File: src/dawe_pkg.sv
// ----------------------------------------------------------------------------
// dawe_pkg
// Shared types and constants for the DNS address wire encoder.
// ----------------------------------------------------------------------------
package dawe_pkg;

  localparam int LABEL_MAX    = 32;
  localparam int LABEL_CAP    = (LABEL_MAX < 61) ? LABEL_MAX : 61;
  localparam int COUNT_W      = 6;
  localparam int LABEL_ADDR_W = (LABEL_CAP > 1) ? $clog2(LABEL_CAP) : 1;

  localparam logic [7:0] CHAR_DOT  = 8'h2E;
  localparam logic [7:0] CHAR_ZERO = 8'h30;
  localparam logic [7:0] CHAR_NINE = 8'h39;

  typedef struct packed {
    logic [7:0] char_in;
    logic       last_char;
  } in_item_t;

  typedef struct packed {
    logic [7:0] out_byte;
    logic       run_last;
    logic       address_done;
    logic       error_flag;
  } out_item_t;

endpackage

File: src/dns_address_wire_encoder.sv
// ----------------------------------------------------------------------------
// dns_address_wire_encoder
// Encodes an address, one character per transfer, into DNS wire bytes:
// dotted IPv4 octets or length-prefixed name labels with a terminator.
// ----------------------------------------------------------------------------
//  channel  signals                     payload
//  in       in_valid / in_ready         in_data  (char_in, last_char)
//  out      out_valid / out_ready       out_data (out_byte, run_last,
//                                                 address_done, error_flag)
//
//  A character that produces no byte leaves in_ready high. in_ready is low
//  while results are sequenced, one byte per cycle while out_ready is high.
//  A label flushes as its length byte, then its characters, read one entry
//  per cycle while out_ready is high, from the label RAM (registered read).
//  Reset (rst, synchronous) returns to the start of an address; no RAM clear.
//  Stalls on out hold the sequencer and the pending RAM read data.
// ----------------------------------------------------------------------------
module dns_address_wire_encoder
  import dawe_pkg::*;
(
  input  logic      clk,
  input  logic      rst,
  input  logic      in_valid,
  output logic      in_ready,
  input  in_item_t  in_data,
  output logic      out_valid,
  input  logic      out_ready,
  output out_item_t out_data
);

  typedef enum logic [2:0] {
    ST_IDLE, ST_OCT1, ST_OCT2, ST_LEN, ST_CHAR, ST_EMPTY, ST_TERM
  } state_t;

  state_t             state;
  logic               at_start;
  logic               ip_mode;
  logic [COUNT_W-1:0] label_count;
  logic [7:0]         octet_accum;
  logic               digits_stopped;
  logic               piece_has_digit;
  logic               sticky_error;

  logic [COUNT_W-1:0] flush_len;
  logic [COUNT_W-1:0] char_idx;
  logic               flush_err;
  logic               more_after;
  logic               extra_empty;
  logic [7:0]         oct_byte;
  logic               oct_two;
  logic               addr_end;

  logic               push;
  logic               push_ready;
  logic               fire;
  out_item_t          push_data;

  logic                    ram_we;
  logic [LABEL_ADDR_W-1:0] ram_waddr;
  logic                    ram_re;
  logic [LABEL_ADDR_W-1:0] ram_raddr;
  logic [7:0]              ram_rdata;

  logic               accept;
  logic               is_digit;
  logic               is_dot;
  logic               mode_ip;
  logic [3:0]         digit_val;
  logic [10:0]        accum_x10;
  logic [7:0]         accum_upd;
  logic               has_upd;
  logic               stopped_upd;
  logic [7:0]         oct_val;
  logic               oct_err_v;
  logic               room;
  logic [COUNT_W-1:0] count_upd;
  logic               sticky_name;
  logic [COUNT_W-1:0] idx_inc;
  logic               char_final;

  assign in_ready = (state == ST_IDLE);
  assign accept   = in_valid && in_ready;

  always_comb begin
    is_digit  = (in_data.char_in >= CHAR_ZERO) && (in_data.char_in <= CHAR_NINE);
    is_dot    = (in_data.char_in == CHAR_DOT);
    mode_ip   = at_start ? is_digit : ip_mode;
    digit_val = 4'(in_data.char_in - CHAR_ZERO);
    accum_x10 = {octet_accum, 3'b000} + {2'b00, octet_accum, 1'b0};

    accum_upd   = octet_accum;
    has_upd     = piece_has_digit;
    stopped_upd = digits_stopped;
    if (!is_dot && !digits_stopped) begin
      if (is_digit) begin
        accum_upd = accum_x10[7:0] + {4'b0000, digit_val};
        has_upd   = 1'b1;
      end else begin
        stopped_upd = 1'b1;
      end
    end
    oct_val   = has_upd ? accum_upd : 8'h00;
    oct_err_v = sticky_error || !has_upd;

    room        = (label_count < COUNT_W'(LABEL_CAP));
    count_upd   = room ? label_count + COUNT_W'(1) : label_count;
    sticky_name = sticky_error || (!is_dot && !room);

    ram_we    = accept && !mode_ip && !is_dot && room;
    ram_waddr = label_count[LABEL_ADDR_W-1:0];
  end

  always_comb begin
    idx_inc    = char_idx + COUNT_W'(1);
    char_final = (idx_inc == flush_len);
    push       = 1'b0;
    push_data  = '0;
    ram_re     = 1'b0;
    ram_raddr  = '0;
    case (state)
      ST_OCT1: begin
        push      = 1'b1;
        push_data = '{out_byte: oct_byte, run_last: !oct_two,
                      address_done: addr_end && !oct_two, error_flag: flush_err};
      end
      ST_OCT2: begin
        push      = 1'b1;
        push_data = '{out_byte: 8'h00, run_last: 1'b1,
                      address_done: 1'b1, error_flag: 1'b1};
      end
      ST_LEN: begin
        push      = 1'b1;
        push_data = '{out_byte: 8'(flush_len),
                      run_last: (flush_len == '0) && !more_after,
                      address_done: 1'b0, error_flag: flush_err};
        ram_re    = push_ready && (flush_len != '0);
      end
      ST_CHAR: begin
        push      = 1'b1;
        push_data = '{out_byte: ram_rdata, run_last: char_final && !more_after,
                      address_done: 1'b0, error_flag: flush_err};
        ram_re    = push_ready && !char_final;
        ram_raddr = idx_inc[LABEL_ADDR_W-1:0];
      end
      ST_EMPTY: begin
        push      = 1'b1;
        push_data = '{out_byte: 8'h00, run_last: 1'b0,
                      address_done: 1'b0, error_flag: flush_err};
      end
      ST_TERM: begin
        push      = 1'b1;
        push_data = '{out_byte: 8'h00, run_last: 1'b1,
                      address_done: 1'b1, error_flag: flush_err};
      end
      default: begin
        push = 1'b0;
      end
    endcase
    fire = push && push_ready;
  end

  always_ff @(posedge clk) begin
    if (rst) begin
      state           <= ST_IDLE;
      at_start        <= 1'b1;
      ip_mode         <= 1'b0;
      label_count     <= '0;
      octet_accum     <= '0;
      digits_stopped  <= 1'b0;
      piece_has_digit <= 1'b0;
      sticky_error    <= 1'b0;
    end else begin
      case (state)
        ST_IDLE: begin
          if (accept) begin
            at_start <= 1'b0;
            ip_mode  <= mode_ip;
            if (mode_ip) begin
              if (is_dot || in_data.last_char) begin
                oct_byte        <= oct_val;
                flush_err       <= oct_err_v;
                oct_two         <= is_dot && in_data.last_char;
                addr_end        <= in_data.last_char;
                octet_accum     <= '0;
                digits_stopped  <= 1'b0;
                piece_has_digit <= 1'b0;
                sticky_error    <= oct_err_v;
                state           <= ST_OCT1;
              end else begin
                octet_accum     <= accum_upd;
                digits_stopped  <= stopped_upd;
                piece_has_digit <= has_upd;
              end
            end else begin
              flush_err    <= sticky_name;
              sticky_error <= sticky_name;
              if (is_dot || in_data.last_char) begin
                flush_len   <= is_dot ? label_count : count_upd;
                extra_empty <= is_dot && in_data.last_char;
                more_after  <= in_data.last_char;
                label_count <= '0;
                state       <= ST_LEN;
              end else begin
                label_count <= count_upd;
              end
            end
            if (in_data.last_char) begin
              at_start     <= 1'b1;
              ip_mode      <= 1'b0;
              sticky_error <= 1'b0;
            end
          end
        end
        ST_OCT1: begin
          if (fire) begin
            state <= oct_two ? ST_OCT2 : ST_IDLE;
          end
        end
        ST_LEN: begin
          if (fire) begin
            char_idx <= '0;
            if (flush_len != '0) begin
              state <= ST_CHAR;
            end else if (extra_empty) begin
              state <= ST_EMPTY;
            end else if (more_after) begin
              state <= ST_TERM;
            end else begin
              state <= ST_IDLE;
            end
          end
        end
        ST_CHAR: begin
          if (fire) begin
            char_idx <= idx_inc;
            if (!char_final) begin
              state <= ST_CHAR;
            end else if (extra_empty) begin
              state <= ST_EMPTY;
            end else if (more_after) begin
              state <= ST_TERM;
            end else begin
              state <= ST_IDLE;
            end
          end
        end
        ST_EMPTY: begin
          if (fire) begin
            state <= ST_TERM;
          end
        end
        ST_OCT2, ST_TERM: begin
          if (fire) begin
            state <= ST_IDLE;
          end
        end
        default: begin
          state <= ST_IDLE;
        end
      endcase
    end
  end

  dawe_label_ram #(
    .DEPTH  (LABEL_CAP),
    .DATA_W (8),
    .ADDR_W (LABEL_ADDR_W)
  ) u_label_ram (
    .clk   (clk),
    .we    (ram_we),
    .waddr (ram_waddr),
    .wdata (in_data.char_in),
    .re    (ram_re),
    .raddr (ram_raddr),
    .rdata (ram_rdata)
  );

  dawe_out_stage u_out_stage (
    .clk        (clk),
    .rst        (rst),
    .push       (push),
    .push_data  (push_data),
    .push_ready (push_ready),
    .out_valid  (out_valid),
    .out_ready  (out_ready),
    .out_data   (out_data)
  );

endmodule

File: src/dawe_label_ram.sv
// ----------------------------------------------------------------------------
// dawe_label_ram
// Simple dual-port RAM, one write and one registered read per cycle.
// ----------------------------------------------------------------------------
module dawe_label_ram #(
  parameter int DEPTH  = 32,
  parameter int DATA_W = 8,
  parameter int ADDR_W = (DEPTH > 1) ? $clog2(DEPTH) : 1
) (
  input  logic              clk,
  input  logic              we,
  input  logic [ADDR_W-1:0] waddr,
  input  logic [DATA_W-1:0] wdata,
  input  logic              re,
  input  logic [ADDR_W-1:0] raddr,
  output logic [DATA_W-1:0] rdata
);

  logic [DATA_W-1:0] mem [DEPTH];

  always_ff @(posedge clk) begin
    if (we) begin
      mem[waddr] <= wdata;
    end
  end

  always_ff @(posedge clk) begin
    if (re) begin
      rdata <= mem[raddr];
    end
  end

endmodule

File: src/dawe_out_stage.sv
// ----------------------------------------------------------------------------
// dawe_out_stage
// Output register between the encoder sequencer and the result channel.
// ----------------------------------------------------------------------------
module dawe_out_stage
  import dawe_pkg::*;
(
  input  logic      clk,
  input  logic      rst,
  input  logic      push,
  input  out_item_t push_data,
  output logic      push_ready,
  output logic      out_valid,
  input  logic      out_ready,
  output out_item_t out_data
);

  assign push_ready = !out_valid || out_ready;

  always_ff @(posedge clk) begin
    if (rst) begin
      out_valid <= 1'b0;
    end else if (push_ready) begin
      out_valid <= push;
    end
  end

  always_ff @(posedge clk) begin
    if (push && push_ready) begin
      out_data <= push_data;
    end
  end

endmodule

File: config.mk
export PLATFORM = sky130hd
export DESIGN_NAME = dns_address_wire_encoder
export DESIGN_NICKNAME = d
export VERILOG_FILES = /design/src/dawe_pkg.sv /design/src/dns_address_wire_encoder.sv /design/src/dawe_label_ram.sv /design/src/dawe_out_stage.sv
export SDC_FILE = /design/constraint.sdc
export NUM_CORES = 1
export LEC_CHECK = 0
export BUFFER_PORTS_ARGS = -buffer_cell sky130_fd_sc_hd__buf_2
export CORE_UTILIZATION = 35
export DETAILED_ROUTE_END_ITERATION = 8
export PLACE_DENSITY_LB_ADDON = 0.08
export SLEW_MARGIN = 25
export SYNTH_ARGS = -nofsm -noshare
export SYNTH_HDL_FRONTEND = slang
export SYNTH_SLANG_ARGS = --single-unit
File: constraint.sdc
create_clock -name clk -period 2.94 [get_ports clk]
set_input_delay 0.147 -clock clk [delete_from_list [all_inputs] [get_ports clk]]
set_output_delay 0.147 -clock clk [all_outputs]
set_load 0.02 [all_outputs]
# Word-level counts from Yosys, hierarchy flattened
# Memories as Yosys holds them, arrays and structs flattened. A register that Yosys moved wholly into a read port is not among the register bits.
# Cells that the tools add are included.
# totals
register_bits,59
mem_bits_rw,256
inputBits,13
out_inout_bits,13
wordCells,136
n_memories,1
# mem_list
name,depth,width,rd,rd_clocked_by_memory_dff,write_ports,line,rtl
u_label_ram.mem,32,8,1,1,1,dawe_label_ram.sv:19,logic [DATA_W-1:0] mem [DEPTH];
# classes
add_sub_neg,5
order_cmp,3
n_eq_ne,18
mux,42
bitwise,2
reduce_logical,44
# op_table
cell,n
$pmux 11 s6,1
$mux 3,13
$mux 6,5
$mux 8,3
$pmux 3 s6,1
$mux 1,15
$reduce_and 5->1,3
$logic_and 1x1->1,14
$add 6x1->6 const B,2
$pmux 6 s2,1
$ne 2x2->1 const B,5
$eq 3x3->1 const B,3
$logic_not 1->1,9
$reduce_and 3->1,3
$add 8x4->8,1
$add 8x8->8,1
$eq 8x6->1 const B,1
$ge 8x6->1 const B,1
$le 8x6->1 const B,1
$ne 2x1->1 const B,4
$reduce_and 4->1,2
$reduce_and 7->1,1
$eq 3x2->1 const B,2
$eq 6x6->1,1
16 further kinds,21

# Depth between registers and ports, before layout
# logic_depth
ltp_word,9
ltp_mapped,10
depth_no_buf,10

# Hierarchy
# A second synthesis with hierarchy kept.
# unflattened
hier_cells,760
hier_area_um2,13565.5
# by_module_without_submodules
module,instances,cells_each,area_per_inst_um2,seq_area_each_um2
dawe_label_ram,1,417,10133.5,7927.6
dns_address_wire_encoder,1,327,3046.7,1191.1
dawe_out_stage,1,16,385.4,350.3

# Worst setup path after synthesis
# No wires, ideal clock.
# synth_timing
kind,reg2reg
from,reg state[2]
to,reg addr_end (enable)
t_arrival_ns,2.252
t_required_ns,2.550
path_slack_ns,0.298
stages_incl_launch_ff,6
n_path_buf,1
cell_sequence,dfxtp_1 -> buf_2 -> nor3_2 -> nand2_1 -> or2_2 -> nor3_1
# synth_via
elab_chain_cells,3
# synth_rtl
item,line,rtl
"start, declared",dns_address_wire_encoder.sv:35,state_t state;
"start signal, assigned",dns_address_wire_encoder.sv:216,state <= oct_two ? ST_OCT2 : ST_IDLE;
$logic_not 3->1 (*),dns_address_wire_encoder.sv:81,assign in_ready = (state == ST_IDLE);
net in_ready,dns_address_wire_encoder.sv:24,"output logic in_ready,"
$logic_and 1x1->1,dns_address_wire_encoder.sv:82,assign accept = in_valid && in_ready;
$reduce_and 5->1 (no source line) (*),-,
"end signal, assigned",dns_address_wire_encoder.sv:183,addr_end <= in_data.last_char;
"end, declared",dns_address_wire_encoder.sv:51,logic addr_end;
# Mark *: on every way through the listed nets, which the timed path passes. The rest lies on a longest branch.
# A chain may end at the register's enable or synchronous reset.

# Worst setup path after layout
# layout_timing
from,reg char_idx[0]
to,"reg u_label_ram.rdata[5] (read register of u_label_ram.mem), data pin"
# layout_via
elab_chain_cells,5
word_cells_on_any_way,6
# layout_rtl
item,line,rtl
"start, declared",dns_address_wire_encoder.sv:45,logic [COUNT_W-1:0] char_idx;
"start signal, assigned",dns_address_wire_encoder.sv:235,char_idx <= idx_inc;
$add 6x1->6 (*),dns_address_wire_encoder.sv:114,idx_inc = char_idx + COUNT_W'(1);
$eq 6x6->1,dns_address_wire_encoder.sv:115,char_final = (idx_inc == flush_len);
$logic_not 1->1,-,
$logic_and 1x1->1,dns_address_wire_encoder.sv:142,ram_re = push_ready && !char_final;
$pmux 1 s2,dns_address_wire_encoder.sv:120,case (state)
"end, declared",dawe_label_ram.sv:16,output logic [DATA_W-1:0] rdata
# Every way passes the cells marked *; elsewhere a longest branch is shown, timed or not.

==> impl_metrics.env <==
export IMPL_nFillCells=3639
export IMPL_crit_path_start_kind="flop"
export IMPL_wl_per_cell_um=24.2
export IMPL_p_per_area_nw_per_um2=610
export IMPL_place_congestion=0.809
export IMPL_vias=9155
export IMPL_cts_root_buf="clkbuf_16"
export IMPL_timing_final_crit_share_pct=98.5
export IMPL_drt_iter0_drc=709
export IMPL_port_buffers=25
export IMPL_stdcell_count=1676
export IMPL_synth_seq_cells=323
export IMPL_syn_inst=1038
export IMPL_antenna_found_initial=2
export IMPL_syn_mean_instance_area_um2=13.4
export IMPL_final_area_um2=16500
export IMPL_async_reset_ff_share_pct=0
export IMPL_intPower_mw=7.90
export IMPL_setup_viol=0
export IMPL_worstPathRequired_ns=3.18
export IMPL_core_um2=38900
export IMPL_sw_frac_of_total_pct=21.6
export IMPL_hold_violations=0
export IMPL_cts_tree="done"
export IMPL_worstSkewPairLatency_ns=0.55
export IMPL_final_min_clock_period_ns=2.89
export IMPL_numClockSinks=323
export IMPL_synthFlopType="edfxtp_1"
export IMPL_arrival_ns=3.13
export IMPL_maxCapViolCount=0
export IMPL_die_y_um=201
export IMPL_fin_hold_ws_ns=0.00907
export IMPL_power_frac_clock_pct=43.9
export IMPL_dr_pass1_iters=5
export IMPL_area_growth_pct=18.6
export IMPL_initial_core_util_pct=35.8
export IMPL_relSlewSlack_pct=39.0
export IMPL_worstHoldPathType="in -> reg"
export IMPL_grt_max_degree=40
export IMPL_dp_cells=1610
export IMPL_dp_hpwl_um=27700
export IMPL_boundaryPins=26
export IMPL_drc=0
export IMPL_yosys_cell_types_count=68
export IMPL_p_comb_share_pct=5.2
export IMPL_wl_um=40500
export IMPL_row_count=72
export IMPL_ant_nets=0
export IMPL_peakVddDrop_uv=329
export IMPL_dieArea_um2=40600
export IMPL_fin_util_pct=42.4
export IMPL_cp_max_fo=24
export IMPL_synth_edff_count=300
export IMPL_nNetsFinal=1165
export IMPL_finalMaxSlewViolations=0
export IMPL_path_clk_slew_ns=0.06
export IMPL_grt_usage_pct=20.2
export IMPL_routed_via_density=5.46
export IMPL_worstSetupPathType="reg -> reg"
export IMPL_p_leak_nw=5.50
export IMPL_ys_warn_count=0
export IMPL_diodes=0
export IMPL_fmax_mhz=345
export IMPL_p_seq_share_pct=50.8
export IMPL_cp_end_kind="flop"
export IMPL_dpl_cell_area_um2=15200
export IMPL_clock_skew_ns=0.0219
export IMPL_cts_htree_levels=2
export IMPL_grt_overflow=0
export IMPL_layout_drive_gt1_share_pct=19.7
export IMPL_outcome="completed"
export IMPL_ys_seq_area_share_pct=68.1
export IMPL_grt_pass1_wl_um=60400
export IMPL_grt_pass1_vias=9183
export IMPL_cts_buffer_depth=3
export IMPL_syn_num_nets=1068
export IMPL_die_w_um=201
export IMPL_cts_buffers=38
export IMPL_syn_area_um2=13900
export IMPL_p_switching_mw=2.17
export IMPL_worst_pin_slew_ns=0.911
cells in the final DEF, fill, tap and decap left out, types with 5 or more instances in the layout:
cell type  synthesis  final
o311ai_0           8      8
nor3_1            24     23
o22ai_1            6      6
edfxtp_1         300    300
or3_1             15     15
a22oi_1           11     11
a211oi_1          10     10
a21o_1            12     12
o21ai_0           36     35
clkbuf_16          0     38
nor2_1           113     91
nand3_1           29     29
buf_12             0      8
a22o_1             5      5
nor2_2             0     22
o221ai_1          16     16
inv_1             20     20
a21oi_1           28     28
clkbuf_1          39     12
a31oi_1           37     34
dfxtp_1           23     23
xor2_1             8      7
clkinv_1           0      7
nor2b_1           13     13
ha_1              15     15
a32oi_1            5      5
mux4_2            16     16
xnor2_1           17     17
nand2_1           98     98
mux2i_1           14     14
buf_4              0     86
o211ai_1          20     20
buf_2             19     25
worst paths after layout:
kind                                   start                      to  slack, ns  depth (start not counted)
worst min register to register  sticky_error            sticky_error       0.51                          1
worst min-delay path              in_data[3]  u_label_ram.mem[15][2]      0.009                          2
worst max register to register   char_idx[0]    u_label_ram.rdata[5]       0.05                          6
worst max-delay path             char_idx[0]    u_label_ram.rdata[5]       0.05                          6
metal layers:
| metal | GRT usage [%] | wire length, µm |
|---|---|---|
| met5 | 0 | 0 |
| met1 | 28.6 | 18800 |
| met2 | 32.4 | 18800 |
| met3 | 2.36 | 1850 |
| met4 | 6.47 | 1060 |
Yosys cell counts, types with 10 or more instances:
library cell	count	area (µm²)
a31oi_1	37	231
buf_2	19	95.1
nor2b_1	13	81.3
a22oi_1	11	82.6
nor3_1	24	120
o221ai_1	16	140
a211oi_1	10	75.1
o21ai_0	36	180
dfxtp_1	23	460
nand3_1	29	145
mux2i_1	14	140
xnor2_1	17	149
nor2_1	113	424
o211ai_1	20	150
ha_1	15	188
a21o_1	12	90.1
or3_1	15	93.8
clkbuf_1	39	146
nand2_1	98	368
edfxtp_1	300	9010
mux4_2	16	360
inv_1	20	75.1
a21oi_1	28	140
worst max-delay path, cell delays in order (launching register included):
cell,delay (ns)
edfxtp_1,0.43
or4b_2,0.68
buf_12,0.20
buf_4,0.18
mux4_2,0.40
o21ai_0,0.48
a2111oi_2,0.18
kinds of logic after synthesis:
| group | after synthesis | share of synthesized area (%) |
|---|---|---|
| buffers and inverters | 87 | 2.75 |
| xor gates and xnor gates | 26 | 1.74 |
| DFF | 323 | 68.1 |
| and+or+nand+nor | 322 | 10.5 |
| AOI/OAI and AO/OA | 229 | 11.4 |
| muxes | 34 | 3.92 |
| adders and majority gates | 17 | 1.64 |
registers in the layout (all words and copies together) (netlist names), 3 cells and up:
signal	count
oct_byte	8
octet_accum	8
u_label_ram.mem	256
flush_len	6
state	3
label_count	6
char_idx	6
u_label_ram.rdata	8
u_out_stage.out_data	11
stage by stage:
| stage | TNS, ns | worst slack [ns] | power, mW |
|---|---|---|---|
| after floorplan | 0 | 0.298 | 5.44 |
| after global placement | -0.144 | -0.0915 | 5.74 |
| after detailed placement | -0.0920 | -0.0491 | 5.73 |
| after CTS | 0 | 0.00952 | 10.2 |
| after global routing | -0.000228 | -0.000228 | 10.4 |
| final | 0 | 0.0451 | 10.1 |
power by group through the flow:
stage               Clock, mW  Sequential, mW  Combinational, mW
global route             4.68            5.12              0.572
global placement            0            5.21              0.527
CTS                      4.54            5.12              0.526
detailed placement          0            5.21              0.520
finish                   4.42            5.12              0.528
floorplan                   0            5.23              0.208
area by class of cell:
class	count	area, µm²	share of cell area [%]
clock inverter	13	143	0.865
tap	518	648	3.93
inverter	22	85.1	0.516
clock buffer	50	996	6.04
sequential	323	9470	57.4
multi-input combinational	628	4190	25.4
timing repair buffer	122	962	5.83
repair_timing:
action	4_1_cts	5_1_grt
setup endpoints to repair	2	175
resized for setup	3	31
hold buffers	2	0
cloned	0	0
buffers inserted	0	1
hold endpoints to repair	7	0
No activity file was read; power rests on OpenSTA's default activity.
